--- config.mk ---
export PLATFORM = sky130hd
export DESIGN_NAME = glitch_rejecting_sample_averager
export DESIGN_NICKNAME = d
export VERILOG_FILES = /design/src/sv/gra_pkg.sv /design/src/sv/gra_alu.sv /design/src/sv/glitch_rejecting_sample_averager.sv
export SDC_FILE = /design/constraint.sdc
export NUM_CORES = 1
export LEC_CHECK = 0
export BUFFER_PORTS_ARGS = -buffer_cell sky130_fd_sc_hd__buf_2
export CORE_MARGIN = 2
export CORE_UTILIZATION = 60
export DETAILED_ROUTE_END_ITERATION = 7
export PLACE_DENSITY_LB_ADDON = 0.2
export SYNTH_ARGS = -nofsm -noshare
export SYNTH_HDL_FRONTEND = slang
export SYNTH_SLANG_ARGS = --single-unit
export TNS_END_PERCENT = 100
--- constraint.sdc ---
create_clock -name clk -period 5.9 [get_ports clk]
set_input_delay 0.295 -clock clk [delete_from_list [all_inputs] [get_ports clk]]
set_output_delay 0.295 -clock clk [all_outputs]
set_load 0.01 [all_outputs]
--- src/sv/gra_pkg.sv ---
// Shared types and constants for the glitch-rejecting sample averager.
`timescale 1ns / 1ps
package gra_pkg;

  // Width of one converter sample and of the delta limit register.
  localparam int unsigned SAMPLE_W = 16;
  // Width of the accepted count field on the result beat.
  localparam int unsigned COUNT_OUT_W = 4;
  // Delta limit after reset.
  localparam logic [SAMPLE_W-1:0] DELTA_LIMIT_RESET = 16'd1000;

  // Operation codes of the shared adder/subtractor.
  typedef logic [0:0] alu_op_t;
  localparam alu_op_t ALU_ADD = 1'b0;
  localparam alu_op_t ALU_SUB = 1'b1;

  // Control group from the sequencer to the shared unit.
  typedef struct packed {
    logic    en;
    alu_op_t op;
  } alu_ctl_t;

endpackage

--- src/sv/gra_alu.sv ---
// Shared adder/subtractor used for differences, limit compares, accumulation and division.
`timescale 1ns / 1ps
module gra_alu #(
  parameter int unsigned W = 20
) (
  input  gra_pkg::alu_ctl_t ctl,
  input  logic [W-1:0]      a,
  input  logic [W-1:0]      b,
  output logic [W-1:0]      res,
  output logic              borrow
);
  import gra_pkg::*;

  logic [W:0] full;

  // One carry chain: a + b, or a + ~b + 1 for subtraction.
  always_comb begin
    if (!ctl.en) begin
      full = '0;
    end else if (ctl.op == ALU_SUB) begin
      full = {1'b0, a} + {1'b0, ~b} + {{W{1'b0}}, 1'b1};
    end else begin
      full = {1'b0, a} + {1'b0, b};
    end
  end

  assign res    = full[W-1:0];
  // A subtraction without carry out means a < b.
  assign borrow = (ctl.op == ALU_SUB) && ctl.en && !full[W];

endmodule

--- src/sv/glitch_rejecting_sample_averager.sv ---
// Top level: sequencer and datapath of the glitch-rejecting sample averager.
//
//   Channel  Direction  tdata (lowest bit up)                       tuser
//   in_      slave      high_byte[7:0], low_byte[15:8]              read_ok
//   out_     master     average[15:0], accepted_count[19:16], pad   -
//   cfg_     slave      delta_limit[15:0]                           -
//
// A failed read goes from idle straight to the advance state; a good read runs difference,
// optional reverse difference, limit compare and optional accumulate, all through one shared
// add/subtract unit. The final attempt of a window adds a restoring divide on the same unit,
// skipped when no sample was accepted, and then a load of the result register.
// in_tready is high only while the sequencer is idle. A result waits in its output register;
// the next window's result stalls in the load cycle until that beat is taken.
// rst_n is synchronous; it clears the window state and sets delta_limit to 1000.
`timescale 1ns / 1ps
module glitch_rejecting_sample_averager #(
  parameter int unsigned WINDOW = 8
) (
  input  logic        clk,
  input  logic        rst_n,
  // Input beat: tdata = high_byte[7:0], low_byte[15:8]; tuser = read_ok.
  input  logic        in_tvalid,
  output logic        in_tready,
  input  logic [15:0] in_tdata,
  input  logic [0:0]  in_tuser,
  // Result beat: tdata = average[15:0], accepted_count[19:16], zero pad[23:20].
  output logic        out_tvalid,
  input  logic        out_tready,
  output logic [23:0] out_tdata,
  // Configuration: delta_limit[15:0].
  input  logic        cfg_valid,
  output logic        cfg_ready,
  input  logic [15:0] cfg_data
);
  import gra_pkg::*;

  localparam int unsigned SUM_W  = SAMPLE_W + $clog2(WINDOW);
  localparam int unsigned ALU_W  = SUM_W + 1;
  localparam int unsigned CNT_W  = $clog2(WINDOW + 1);
  localparam int unsigned AT_W   = (WINDOW > 1) ? $clog2(WINDOW) : 1;
  localparam int unsigned DIV_CW = $clog2(SUM_W);
  localparam logic [AT_W-1:0]   LAST_ATTEMPT = AT_W'(WINDOW - 1);
  localparam logic [DIV_CW-1:0] LAST_DIV     = DIV_CW'(SUM_W - 1);

  // Sequencer states.
  localparam logic [2:0] ST_IDLE  = 3'd0;
  localparam logic [2:0] ST_DIFF  = 3'd1;
  localparam logic [2:0] ST_DIFFN = 3'd2;
  localparam logic [2:0] ST_CMP   = 3'd3;
  localparam logic [2:0] ST_ACC   = 3'd4;
  localparam logic [2:0] ST_ADV   = 3'd5;
  localparam logic [2:0] ST_DIV   = 3'd6;
  localparam logic [2:0] ST_OUT   = 3'd7;

  logic [2:0]          state_r, state_nxt;
  logic [SAMPLE_W-1:0] limit_r, limit_nxt;
  logic [SAMPLE_W-1:0] cur_r, cur_nxt;
  logic [SAMPLE_W-1:0] prev_r, prev_nxt;
  logic [SAMPLE_W-1:0] diff_r, diff_nxt;
  logic [SUM_W-1:0]    sum_r, sum_nxt;
  logic [CNT_W-1:0]    cnt_r, cnt_nxt;
  logic [CNT_W-1:0]    rem_r, rem_nxt;
  logic [AT_W-1:0]     attempt_r, attempt_nxt;
  logic [DIV_CW-1:0]   div_cnt_r, div_cnt_nxt;
  logic                out_valid_r, out_valid_nxt;
  logic [SAMPLE_W-1:0] out_avg_r, out_avg_nxt;
  logic [COUNT_OUT_W-1:0] out_cnt_r, out_cnt_nxt;

  alu_ctl_t            alu_ctl;
  logic [ALU_W-1:0]    alu_a, alu_b, alu_res;
  logic                alu_borrow;
  logic [CNT_W:0]      shifted;
  logic [SAMPLE_W-1:0] in_sample;
  logic [31:0]         cnt_ext;

  assign in_sample = {in_tdata[7:0], in_tdata[15:8]};
  assign shifted   = {rem_r, sum_r[SUM_W-1]};
  assign cnt_ext   = 32'(cnt_r);

  gra_alu #(.W(ALU_W)) u_alu (
    .ctl    (alu_ctl),
    .a      (alu_a),
    .b      (alu_b),
    .res    (alu_res),
    .borrow (alu_borrow)
  );

  // Operand selection for the shared unit.
  always_comb begin
    alu_ctl = '{en: 1'b0, op: ALU_SUB};
    alu_a   = '0;
    alu_b   = '0;
    case (state_r)
      ST_DIFF: begin
        alu_ctl = '{en: 1'b1, op: ALU_SUB};
        alu_a   = ALU_W'(cur_r);
        alu_b   = ALU_W'(prev_r);
      end
      ST_DIFFN: begin
        alu_ctl = '{en: 1'b1, op: ALU_SUB};
        alu_a   = ALU_W'(prev_r);
        alu_b   = ALU_W'(cur_r);
      end
      ST_CMP: begin
        alu_ctl = '{en: 1'b1, op: ALU_SUB};
        alu_a   = ALU_W'(limit_r);
        alu_b   = ALU_W'(diff_r);
      end
      ST_ACC: begin
        alu_ctl = '{en: 1'b1, op: ALU_ADD};
        alu_a   = ALU_W'(sum_r);
        alu_b   = ALU_W'(cur_r);
      end
      ST_DIV: begin
        alu_ctl = '{en: 1'b1, op: ALU_SUB};
        alu_a   = ALU_W'(shifted);
        alu_b   = ALU_W'(cnt_r);
      end
      default: begin
        alu_ctl = '{en: 1'b0, op: ALU_SUB};
      end
    endcase
  end

  // Sequencer and datapath next-state logic.
  always_comb begin
    state_nxt     = state_r;
    limit_nxt     = limit_r;
    cur_nxt       = cur_r;
    prev_nxt      = prev_r;
    diff_nxt      = diff_r;
    sum_nxt       = sum_r;
    cnt_nxt       = cnt_r;
    rem_nxt       = rem_r;
    attempt_nxt   = attempt_r;
    div_cnt_nxt   = div_cnt_r;
    out_valid_nxt = out_valid_r;
    out_avg_nxt   = out_avg_r;
    out_cnt_nxt   = out_cnt_r;

    if (out_valid_r && out_tready) begin
      out_valid_nxt = 1'b0;
    end
    if (cfg_valid) begin
      limit_nxt = cfg_data;
    end

    case (state_r)
      ST_IDLE: begin
        if (in_tvalid) begin
          cur_nxt = in_sample;
          if (!in_tuser[0]) begin
            state_nxt = ST_ADV;
          end else begin
            // A zero last value stands for none: start from this sample.
            if (prev_r == '0) begin
              prev_nxt = in_sample;
            end
            state_nxt = ST_DIFF;
          end
        end
      end
      ST_DIFF: begin
        diff_nxt  = alu_res[SAMPLE_W-1:0];
        state_nxt = alu_borrow ? ST_DIFFN : ST_CMP;
      end
      ST_DIFFN: begin
        diff_nxt  = alu_res[SAMPLE_W-1:0];
        state_nxt = ST_CMP;
      end
      ST_CMP: begin
        // A dropped sample still becomes the last value.
        prev_nxt  = cur_r;
        state_nxt = alu_borrow ? ST_ADV : ST_ACC;
      end
      ST_ACC: begin
        sum_nxt   = alu_res[SUM_W-1:0];
        cnt_nxt   = cnt_r + CNT_W'(1);
        state_nxt = ST_ADV;
      end
      ST_ADV: begin
        if (attempt_r == LAST_ATTEMPT) begin
          rem_nxt     = '0;
          div_cnt_nxt = '0;
          state_nxt   = (cnt_r == '0) ? ST_OUT : ST_DIV;
        end else begin
          attempt_nxt = attempt_r + AT_W'(1);
          state_nxt   = ST_IDLE;
        end
      end
      ST_DIV: begin
        // One restoring step; quotient bits shift into the sum register.
        if (alu_borrow) begin
          rem_nxt = shifted[CNT_W-1:0];
          sum_nxt = {sum_r[SUM_W-2:0], 1'b0};
        end else begin
          rem_nxt = alu_res[CNT_W-1:0];
          sum_nxt = {sum_r[SUM_W-2:0], 1'b1};
        end
        div_cnt_nxt = div_cnt_r + DIV_CW'(1);
        if (div_cnt_r == LAST_DIV) begin
          state_nxt = ST_OUT;
        end
      end
      ST_OUT: begin
        if (!out_valid_r || out_tready) begin
          out_valid_nxt = 1'b1;
          out_avg_nxt   = sum_r[SAMPLE_W-1:0];
          out_cnt_nxt   = cnt_ext[COUNT_OUT_W-1:0];
          sum_nxt       = '0;
          cnt_nxt       = '0;
          prev_nxt      = '0;
          attempt_nxt   = '0;
          state_nxt     = ST_IDLE;
        end
      end
      default: begin
        state_nxt = ST_IDLE;
      end
    endcase
  end

  // Control and window state registers.
  always_ff @(posedge clk) begin
    if (!rst_n) begin
      state_r     <= ST_IDLE;
      limit_r     <= DELTA_LIMIT_RESET;
      prev_r      <= '0;
      sum_r       <= '0;
      cnt_r       <= '0;
      attempt_r   <= '0;
      out_valid_r <= 1'b0;
    end else begin
      state_r     <= state_nxt;
      limit_r     <= limit_nxt;
      prev_r      <= prev_nxt;
      sum_r       <= sum_nxt;
      cnt_r       <= cnt_nxt;
      attempt_r   <= attempt_nxt;
      out_valid_r <= out_valid_nxt;
    end
  end

  // Payload registers.
  always_ff @(posedge clk) begin
    cur_r     <= cur_nxt;
    diff_r    <= diff_nxt;
    rem_r     <= rem_nxt;
    div_cnt_r <= div_cnt_nxt;
    out_avg_r <= out_avg_nxt;
    out_cnt_r <= out_cnt_nxt;
  end

  assign in_tready  = (state_r == ST_IDLE);
  assign cfg_ready  = 1'b1;
  assign out_tvalid = out_valid_r;
  assign out_tdata  = {4'b0000, out_cnt_r, out_avg_r};

endmodule

==> results of run 1 <==
layout make-up:
class,instances,share of cell area (%)
Clock buffer,19,5.11
Tap cell,176,2.48
Timing Repair Buffer,70,4.25
Multi-Input combinational cell,696,50.4
Inverter,37,1.56
Clock inverter,13,1.58
Sequential cell,123,34.6
worst reg2reg max path, cell delays in order (launching register included):
cell and delay [ps]:
dfxtp_2 710, nor2b_1 760, nand2_1 100, o21ai_0 100
nand2_1 70, nand2_1 100, ha_1 360, or4_1 610
nand3b_1 210, a311oi_2 350, nor4_1 110, o21ai_2 230
nor3_2 130, mux2i_1 150
state kept, by name, indices dropped and copies added (netlist names):
signal and count:
attempt_r 3, div_cnt_r 5, sum_r 19, cnt_r 4, prev_r 16, diff_r 16
state_r 3, cur_r 16, rem_r 4, out_avg_r 16, limit_r 16, out_cnt_r 4
out_tvalid 1
routing by layer:
metal	track usage (%)	vias up	share of wire, %
li1	-	3368	-
met1	44.1	3375	42
met2	51.4	371	46
met3	6.42	79	7.9
met4	17.9	0	4.9
met5	0	-	0
power breakdown:
part           internal [mW]  switching (mW)
Sequential              1.24           0.264
Combinational           1.29            2.27
Clock                  0.649           0.408
how the worst max path moves through the flow:
stage	startpoint	endpoint	slack [ps]
floorplan	state_r[1]	rem_r[0]	1970
global placement	state_r[0]	rem_r[2]	1810
detailed placement	state_r[0]	rem_r[2]	1720
CTS	state_r[0]	rem_r[1]	1680
global route	state_r[0]	rem_r[1]	1280
finish	state_r[0]	rem_r[1]	1650
metrics by stage:
| step | instance area, µm² | utilization [%] | worst slack, ps |
|---|---|---|---|
| final | 8890 | 67.9 | 1650 |
| after floorplan | 7970 | - | 1970 |
| after detailed placement | 8290 | 63.4 | 1720 |
| after CTS | 8890 | 67.9 | 1680 |
| after global routing | 8890 | 67.9 | 1280 |
| after global placement | 8290 | 63.4 | 1810 |
placed cells by master (no fill, tap or decap), types with 4 or more instances in the layout:
cell type,instances
a21o_1,5
nor4_1,8
o211ai_1,13
mux2_2,12
conb_1,5
inv_2,4
mux2i_1,55
buf_4,11
dfxtp_1,60
inv_1,33
and3_1,5
o2111ai_1,5
xnor2_1,12
xor2_1,5
a31oi_1,5
nand3_1,24
nor2b_1,21
nor3_1,12
a21oi_1,52
a22oi_1,29
nand2_1,130
or3_1,5
o21bai_1,4
and2_1,18
o22a_1,6
o21ai_0,66
o21ai_1,13
edfxtp_1,61
clkbuf_16,18
nand2b_1,10
inv_6,4
a211oi_1,12
buf_2,59
nand4_1,5
or4_1,4
o22ai_1,10
ha_1,38
nor2_1,58
cell families (layout without fill, tap and decap cells):
kind of cell               Yosys count  after routing
and+or+nand+nor                    311            311
AOI/OAI and AO/OA                  256            256
DFF                                123            123
buffers and inverters              103            139
muxes                               67             67
adders and majority gates           40             40
xor gates and xnor gates            17             17
other                                2              5
==> results.cfg, run 1 <==
[worst_hold_path]
hold_start = in_tdata[15]
min_to = cur_r[7]
whs_path_depth = 1
hp-class = input pin to flop

[synth]
synth-edff-count = 61
synth-xor-area-share_pct = 1.87
syn_inst = 919
yosysUniqueCellTypes = 70
synth_fa_ha_area_share_pct = 6.48
syn_area_per_cell_um2 = 8.66
synth_area_leaders = edfxtp_1, dfxtp_1, mux2i_1, nand2_1, ha_1
synth_compound_area_share_pct = 20.8
netlist.top_cell.by_area = edfxtp_1
yosysTopAreaCellShare_pct = 23.0
ys_top_cells_by_count = nand2_1, o21ai_0, dfxtp_1, edfxtp_1, nor2_1
synthArstFlopShare_pct = 0
synth.area.mux_share_pct = 8.62
synth_top_family_by_area = compound AO/OA/AOI/OAI gates
ys_seq_elements = 123
synth_flop_cell = dfxtp_1
yosys.area_share.simple_pct = 18.3
yosysWarnings = 0
yosysSeqAreaShare_pct = 38.6
synth_area_mm2 = 0.00796
yosys.cell_count.top_type = nand2_1

[worst_setup_path]
crit_cells = 13
slowest_delay_ps = 740
path_max_fanout = 24
r2r_setup_slack_ps = 1650
r2r_cells = 13
crit_chain = nor2b_1 -> nand2_1 -> o21ai_0 -> nand2_1 -> nand2_1 -> ha_1 -> or4_1 -> nand3b_1 -> a311oi_2 -> nor4_1 -> o21ai_2 -> nor3_2 -> mux2i_1
worst_setup_path_start_kind = flop
arrival_ps = 4410
slowest_stage = nor2b_1
cp_num_buf_inv = 0
crit_family = simple AND/OR/NAND/NOR gates
endpoint_kind = flop
path_class = flop to flop
timing.critical_path.mode_cell = nand2_1
reg2reg_to = rem_r[1]
r2r-start = state_r[0]
cp.required_ps = 6050

[die]
rows = 42
start_util_pct = 60.8
fp.dieW_um = 119
die_h_um = 119
design.core.area_mm2 = 0.0131
io_pins = 65
fp.dieArea_mm2 = 0.0142

[run]
maxCapViolations = 0

[power]
power_density_mw_per_mm2 = 688
power_mw = 6.11
p_leak_nw = 3.48
vdd_drop_max_mv = 0.408

[cts]
cts_setup_buffers = 0
cts_buffer_depth = 2
clock_latency_ps = 430
cts_resized = 0
cts_buffers = 17
cts.reportedPaths.clkPinSlew_ps = 60
cts_tree = yes
clkSinkCount = 123
cts_root_buf = clkbuf_16
htreeDepth = 4
cts_hold_buf = 0

[global_route]
grt_util_all_layers_pct = 33.2
first_global_vias = 6766
antenna_found_initial = 0
overflow = 0
grt_max_degree = 67
grt_pass1_wl_um = 36500

[sta]
finClkSkew_ps = 13.2
setup_viol = 0
whs_ps = 63.7
final_max_slew_viol_count = 0
period_minus_slack_ps = 4250
report.final.hold_viol_count = 0
rsz0062_at_grt = no
max_freq_mhz = 235
max_slew_margin_pct = 15.5
fin_crit_sh_pct = 72.1
worst_pin_slew_ps = 1260
setup_tns_ps = 0

[status]
status = complete, no violations

[routing]
vias = 7193
drtIter0Drc = 899
first_pass_iters = 5
post_drt_via_cell_ratio = 6.34
ant_nets = 0
routed_wl_um = 22900
drt-wirelength-per-cell_um = 20.2
drc = 0

[cells_and_area]
regArea_mm2 = 0.00308
antennaDiodeCount = 0
multi_input_area_mm2 = 0.00448
finalNonFillerCells = 1134
nets = 1023
drive_gt1_share_pct = 13.6
nFillCells = 1128
areaGrowthSynthToFinish_pct = 11.7

[place]
dp_hpwl_um = 16300
dp_cells = 1102
gp_congestion = 1.02
portBuffers = 59
(Power assumes the default switching activity.)
==> run 2, diff against run 1 <==
clock period = 4.17 ns   (was 5.9 ns; I/O delays follow)
==> results.cfg, run 2 (synthesis gave the netlist of run 1 again) <==
[status]
status = complete, no violations

[routing]
routed_wl_um = 23600
vias = 7348
post_drt_via_cell_ratio = 6.27
drc = 0
drtIter0Drc = 774
first_pass_iters = 5
drt-wirelength-per-cell_um = 20.2
ant_nets = 0

[power]
power_density_mw_per_mm2 = 968
p_leak_nw = 3.67
power_mw = 8.98
vdd_drop_max_mv = 0.777

[worst_setup_path]
r2r-start = state_r[1]
arrival_ps = 4080
endpoint_kind = flop
worstSetupStartpoint = state_r[1]
crit_chain = inv_1 -> buf_4 -> nor2_1 -> buf_4 -> a21oi_1 -> o22ai_1 -> inv_1 -> ha_1 -> o21bai_1 -> o211ai_1 -> buf_4 -> a211oi_1 -> or4_1 -> o21ai_1 -> xnor2_1 -> nor2_1
r2r_setup_slack_ps = 270
reg2reg_to = diff_r[15]
path_max_fanout = 19
worst_setup_path_start_kind = flop
slowest_stage = or4_1
timing.critical_path.mode_cell = buf_4
slowest_delay_ps = 550
r2r_cells = 16
cp.required_ps = 4350
path_class = flop to flop

[sta]
layout_setup_ws_ps = 270
whs_ps = 2.97
setup_tns_ps = 0
max_slew_margin_pct = 36.8
fin_crit_sh_pct = 93.5
final_max_slew_viol_count = 0
period_minus_slack_ps = 3900
finClkSkew_ps = 12.7
worst_pin_slew_ps = 945
setup_viol = 0
max_freq_mhz = 256
rsz0062_at_grt = no
report.final.hold_viol_count = 0

[cells_and_area]
regMostFlops = sum_r
regArea_mm2 = 0.00308
multi_input_area_mm2 = 0.00450
nets = 1060
antennaDiodeCount = 0
nFillCells = 1031
finalNonFillerCells = 1171
layout_common_cells = nand2_1, o21ai_0, edfxtp_1
largest_reg_flops = 19
drive_gt1_share_pct = 15.2
areaGrowthSynthToFinish_pct = 16.6
layout_commonest_cell = nand2_1

[die]
io_pins = 65
design.core.area_mm2 = 0.0131
die_h_um = 119
fp.dieW_um = 119
fp.dieArea_mm2 = 0.0142
start_util_pct = 60.8
rows = 42

[worst_hold_path]
min_to = limit_r[9]
hold_start = cfg_data[9]
hp-class = input pin to flop
whs_path_depth = 3

[global_route]
grt_util_all_layers_pct = 34.5
antenna_found_initial = 0
grt_pass1_wl_um = 37800
grt_max_degree = 67
first_global_vias = 7139
overflow = 0

[cts]
clock_latency_ps = 430
cts.reportedPaths.clkPinSlew_ps = 60
cts_root_buf = clkbuf_16
htreeDepth = 4
clkSinkCount = 123
cts_buffers = 17
cts_buffer_depth = 2
cts_tree = yes

[place]
dp_slack_ps = 306
gp_congestion = 0.998
dp_hpwl_um = 16800
portBuffers = 59
dp_cells = 1118

[run]
maxCapViolations = 0
## run 2: area by class of cell
type	instances	share of cell area [%]
Clock buffer	20	5.03
Multi-Input combinational cell	696	48.5
Inverter	37	1.50
Timing Repair Buffer	107	7.74
Tap cell	176	2.37
Clock inverter	12	1.74
Sequential cell	123	33.1
## run 2: routing by layer
metal  vias up  GRT usage [%]  part of all wire, %
met1      3487           44.7                   41
li1       3441              -                    -
met2       335           55.5                   47
met3        85           5.27                  6.7
met5         -              0                    0
met4         0           19.0                  5.2
## run 2: per-stage QoR
stage / area, µm² / util (%)
2_1_floorplan: 7970 / -
3_3_place_gp: 8430 / 64.4
3_5_place_dp: 8430 / 64.4
4_1_cts: 9260 / 70.7
5_1_grt: 9280 / 70.9
6_report: 9280 / 70.9
## run 2: worst max-delay path by stage
stage,end,slack [ps],depth (start not counted)
floorplan,rem_r[0],240,17
global placement,diff_r[15],390,12
detailed placement,sum_r[13],310,15
CTS,sum_r[13],270,15
global route,sum_r[13],50,15
finish,diff_r[15],270,16
## run 2: critical path: cells and delay by family, from the launching register on
family,cells,cell delay [ps]
adders and majority gates,1,220
buffers and inverters,5,860
DFF,1,500
xor gates and xnor gates,1,150
and+or+nand+nor,3,720
AOI/OAI and AO/OA,6,1190
## run 2: repair_timing
item / in CTS / in global routing
hold endpoints to repair: 20 / 0
buffers inserted: 0 / 1
resized for setup: 0 / 3
endpoints found under the setup margin: 0 / 8
hold buffers: 20 / 0
## run 2: report_power, final
group,switching [mW],internal (mW)
logic,3.28,2.00
registers,0.379,1.75
clock network,0.578,0.992
==> run 3, diff against run 2 <==
ABC_AREA = 1   (was unset)
==> results.cfg, run 3 <==
[status]
status = complete, no violations

[routing]
routed_wl_um = 23600
ant_nets = 0
first_pass_iters = 5
vias = 7715
post_drt_via_cell_ratio = 5.73
drc = 0
drt-wirelength-per-cell_um = 17.6
drtIter0Drc = 811

[worst_setup_path]
cp.required_ps = 4350
slowest_stage = dfxtp_1
timing.critical_path.mode_cell = nor2_1
crit_family = simple AND/OR/NAND/NOR gates
path_max_fanout = 16
path_class = flop to flop
arrival_ps = 3890
cp_num_buf_inv = 4
crit_chain = nand2_2 -> nor2_2 -> buf_4 -> a22oi_1 -> o221ai_1 -> ha_1 -> inv_1 -> nand2_1 -> nor2_1 -> inv_1 -> nor2_1 -> nor2_1 -> nand2_1 -> nor2_2 -> nand2_2 -> inv_2 -> nor2_1 -> nor2_1
worst_setup_path_start_kind = flop
slowest_delay_ps = 600
endpoint_kind = flop

[sta]
max_slew_margin_pct = 19.5
final_max_slew_viol_count = 0
setup_tns_ps = 0
fin_crit_sh_pct = 89.0
worst_pin_slew_ps = 1210
rsz0062_at_grt = no
report.final.hold_viol_count = 0
max_freq_mhz = 269
setup_viol = 0
period_minus_slack_ps = 3710
finClkSkew_ps = 10.6

[synth]
synthArstFlopShare_pct = 0
yosysWarnings = 0
synth_flop_cell = dfxtp_1
synth_area_mm2 = 0.00791
ys_seq_elements = 123
yosysTopAreaCellShare_pct = 23.2
syn_area_per_cell_um2 = 7.25
yosys.cell_count.top_type = nand2_1
synth_area_leaders = edfxtp_1, dfxtp_1, nand2_1, inv_1, ha_1
yosysUniqueCellTypes = 48
netlist.top_cell.by_area = edfxtp_1
synth-edff-count = 61
yosysSeqAreaShare_pct = 38.9
syn_inst = 1090
ys_top_cells_by_count = nand2_1, inv_1, nor2_1, o21ai_0, a21oi_1

[power]
p_leak_nw = 4.31
swShare_pct = 52.0
p_sw_mw = 4.56
power_density_mw_per_mm2 = 964
p_clk_share_pct = 16.3
power_frac_comb_pct = 61.5
seq_power_share_pct = 22.2
internal_power_mw = 4.21
vdd_drop_max_mv = 0.417

[cells_and_area]
areaGrowthSynthToFinish_pct = 15.1
drive_gt1_share_pct = 11.6
final_area_mm2 = 0.00910
layout_common_cells = nand2_1, inv_1, nor2_1
nets = 1239
layout_commonest_cell = nand2_1
antennaDiodeCount = 0
regMostFlops = sum_r
largest_reg_flops = 19

[die]
rows = 41
fp.dieW_um = 119
io_pins = 65
start_util_pct = 62.1
design.core.area_mm2 = 0.0127
die_h_um = 119
fp.dieArea_mm2 = 0.0141

[global_route]
grt_pass1_wl_um = 37500
first_global_vias = 7215
grt_util_all_layers_pct = 34.4
antenna_found_initial = 0
overflow = 0
grt_max_degree = 51

[cts]
cts.reportedPaths.clkPinSlew_ps = 60
clock_latency_ps = 430
cts_setup_buffers = 0
cts_buffer_depth = 2
cts_root_buf = clkbuf_16
cts_resized = 0
cts_buffers = 17
htreeDepth = 4
clkSinkCount = 123
cts_tree = yes

[place]
gp_congestion = 1.01
portBuffers = 59
dpl_cell_area_mm2 = 0.00827
dp_hpwl_um = 17300

[worst_hold_path]
hp-class = input pin to flop

[run]
maxCapViolations = 0
-- run 3: changes by cell type in the layout (fill, tap and decap cells not counted), moves of 15 or more --
cell     delta
and2_1     -15
inv_1     +128
a21oi_1    +22
nand2_1   +127
nor2b_1    -21
mux2i_1    -55
o21ai_0    +20
buf_4      -16
nand3_1    +26
nor2_1     +54
-- run 3: power by group through the flow --
| stage | clock network, mW | logic, mW | registers (mW) |
|---|---|---|---|
| finish | 1.43 | 5.40 | 1.95 |
| global route | 1.49 | 6.06 | 1.97 |
| CTS | 1.43 | 5.24 | 1.93 |
| detailed placement | 0 | 5.18 | 1.94 |
| global placement | 0 | 5.13 | 1.94 |
| floorplan | 0 | 3.93 | 1.85 |
-- run 3: final cells by class --
type	count	area, µm²
Clock inverter	10	88.8
Timing Repair Buffer	95	628
Tap cell	172	215
Fill cell	1058	3620
Multi-Input combinational cell	755	3970
Sequential cell	123	3070
Clock buffer	22	485
Inverter	169	634
-- run 3: worst min-delay path: cells and delay by family --
kind | cells | cell delay, ps
simple gates | 2 | 120
buf+inv | 1 | 80
-- run 3: routing by layer --
layer	global-route usage [%]	routed length, µm	vias to the layer above	part of all wire (%)
met5	0	0	-	0
met4	10.4	456	0	1.9
met3	8.06	2670	37	11
met2	51.0	10200	419	43
met1	49.7	10300	3544	44
li1	-	-	3715	-
-- run 3: kinds of logic (layout without fill, tap and decap cells) --
| group | after synthesis | in the layout | share of synthesized area [%] |
|---|---|---|---|
| and+or+nand+nor | 472 | 472 | 25.1 |
| xor gates and xnor gates | 3 | 3 | 0.332 |
| adders and majority gates | 40 | 40 | 6.52 |
| AOI/OAI and AO/OA | 235 | 235 | 18.0 |
| buffers and inverters | 215 | 296 | 11.1 |
| other | 2 | 5 | 0.0950 |
| DFF | 123 | 123 | 38.9 |
-- run 3: repair_timing --
item | CTS | global route
endpoints found under the setup margin | 0 | 0
hold endpoints to repair | 25 | 0
hold buffers | 25 | 0
-- run 3: metrics by stage --
stage	utilization [%]	setup WS [ps]	power [mW]	hold WS, ps	instances
after global routing	71.5	81.8	9.52	9.84	1346
after floorplan	-	1210	5.78	307	1093
final	71.5	459	8.77	19.2	1346
after global placement	65.0	671	7.07	403	1289
after detailed placement	65.0	519	7.12	406	1289
after CTS	71.5	506	8.61	1.47	1346
-- run 3: path summary, 6_finish.rpt --
path | from | to | slack, ps | cells after the start
min | cfg_data[15] | limit_r[15] | 20 | 3
max reg2reg | state_r[1] | rem_r[3] | 460 | 18
max | state_r[1] | rem_r[3] | 460 | 18
min reg2reg | attempt_r[0] | attempt_r[0] | 460 | 1
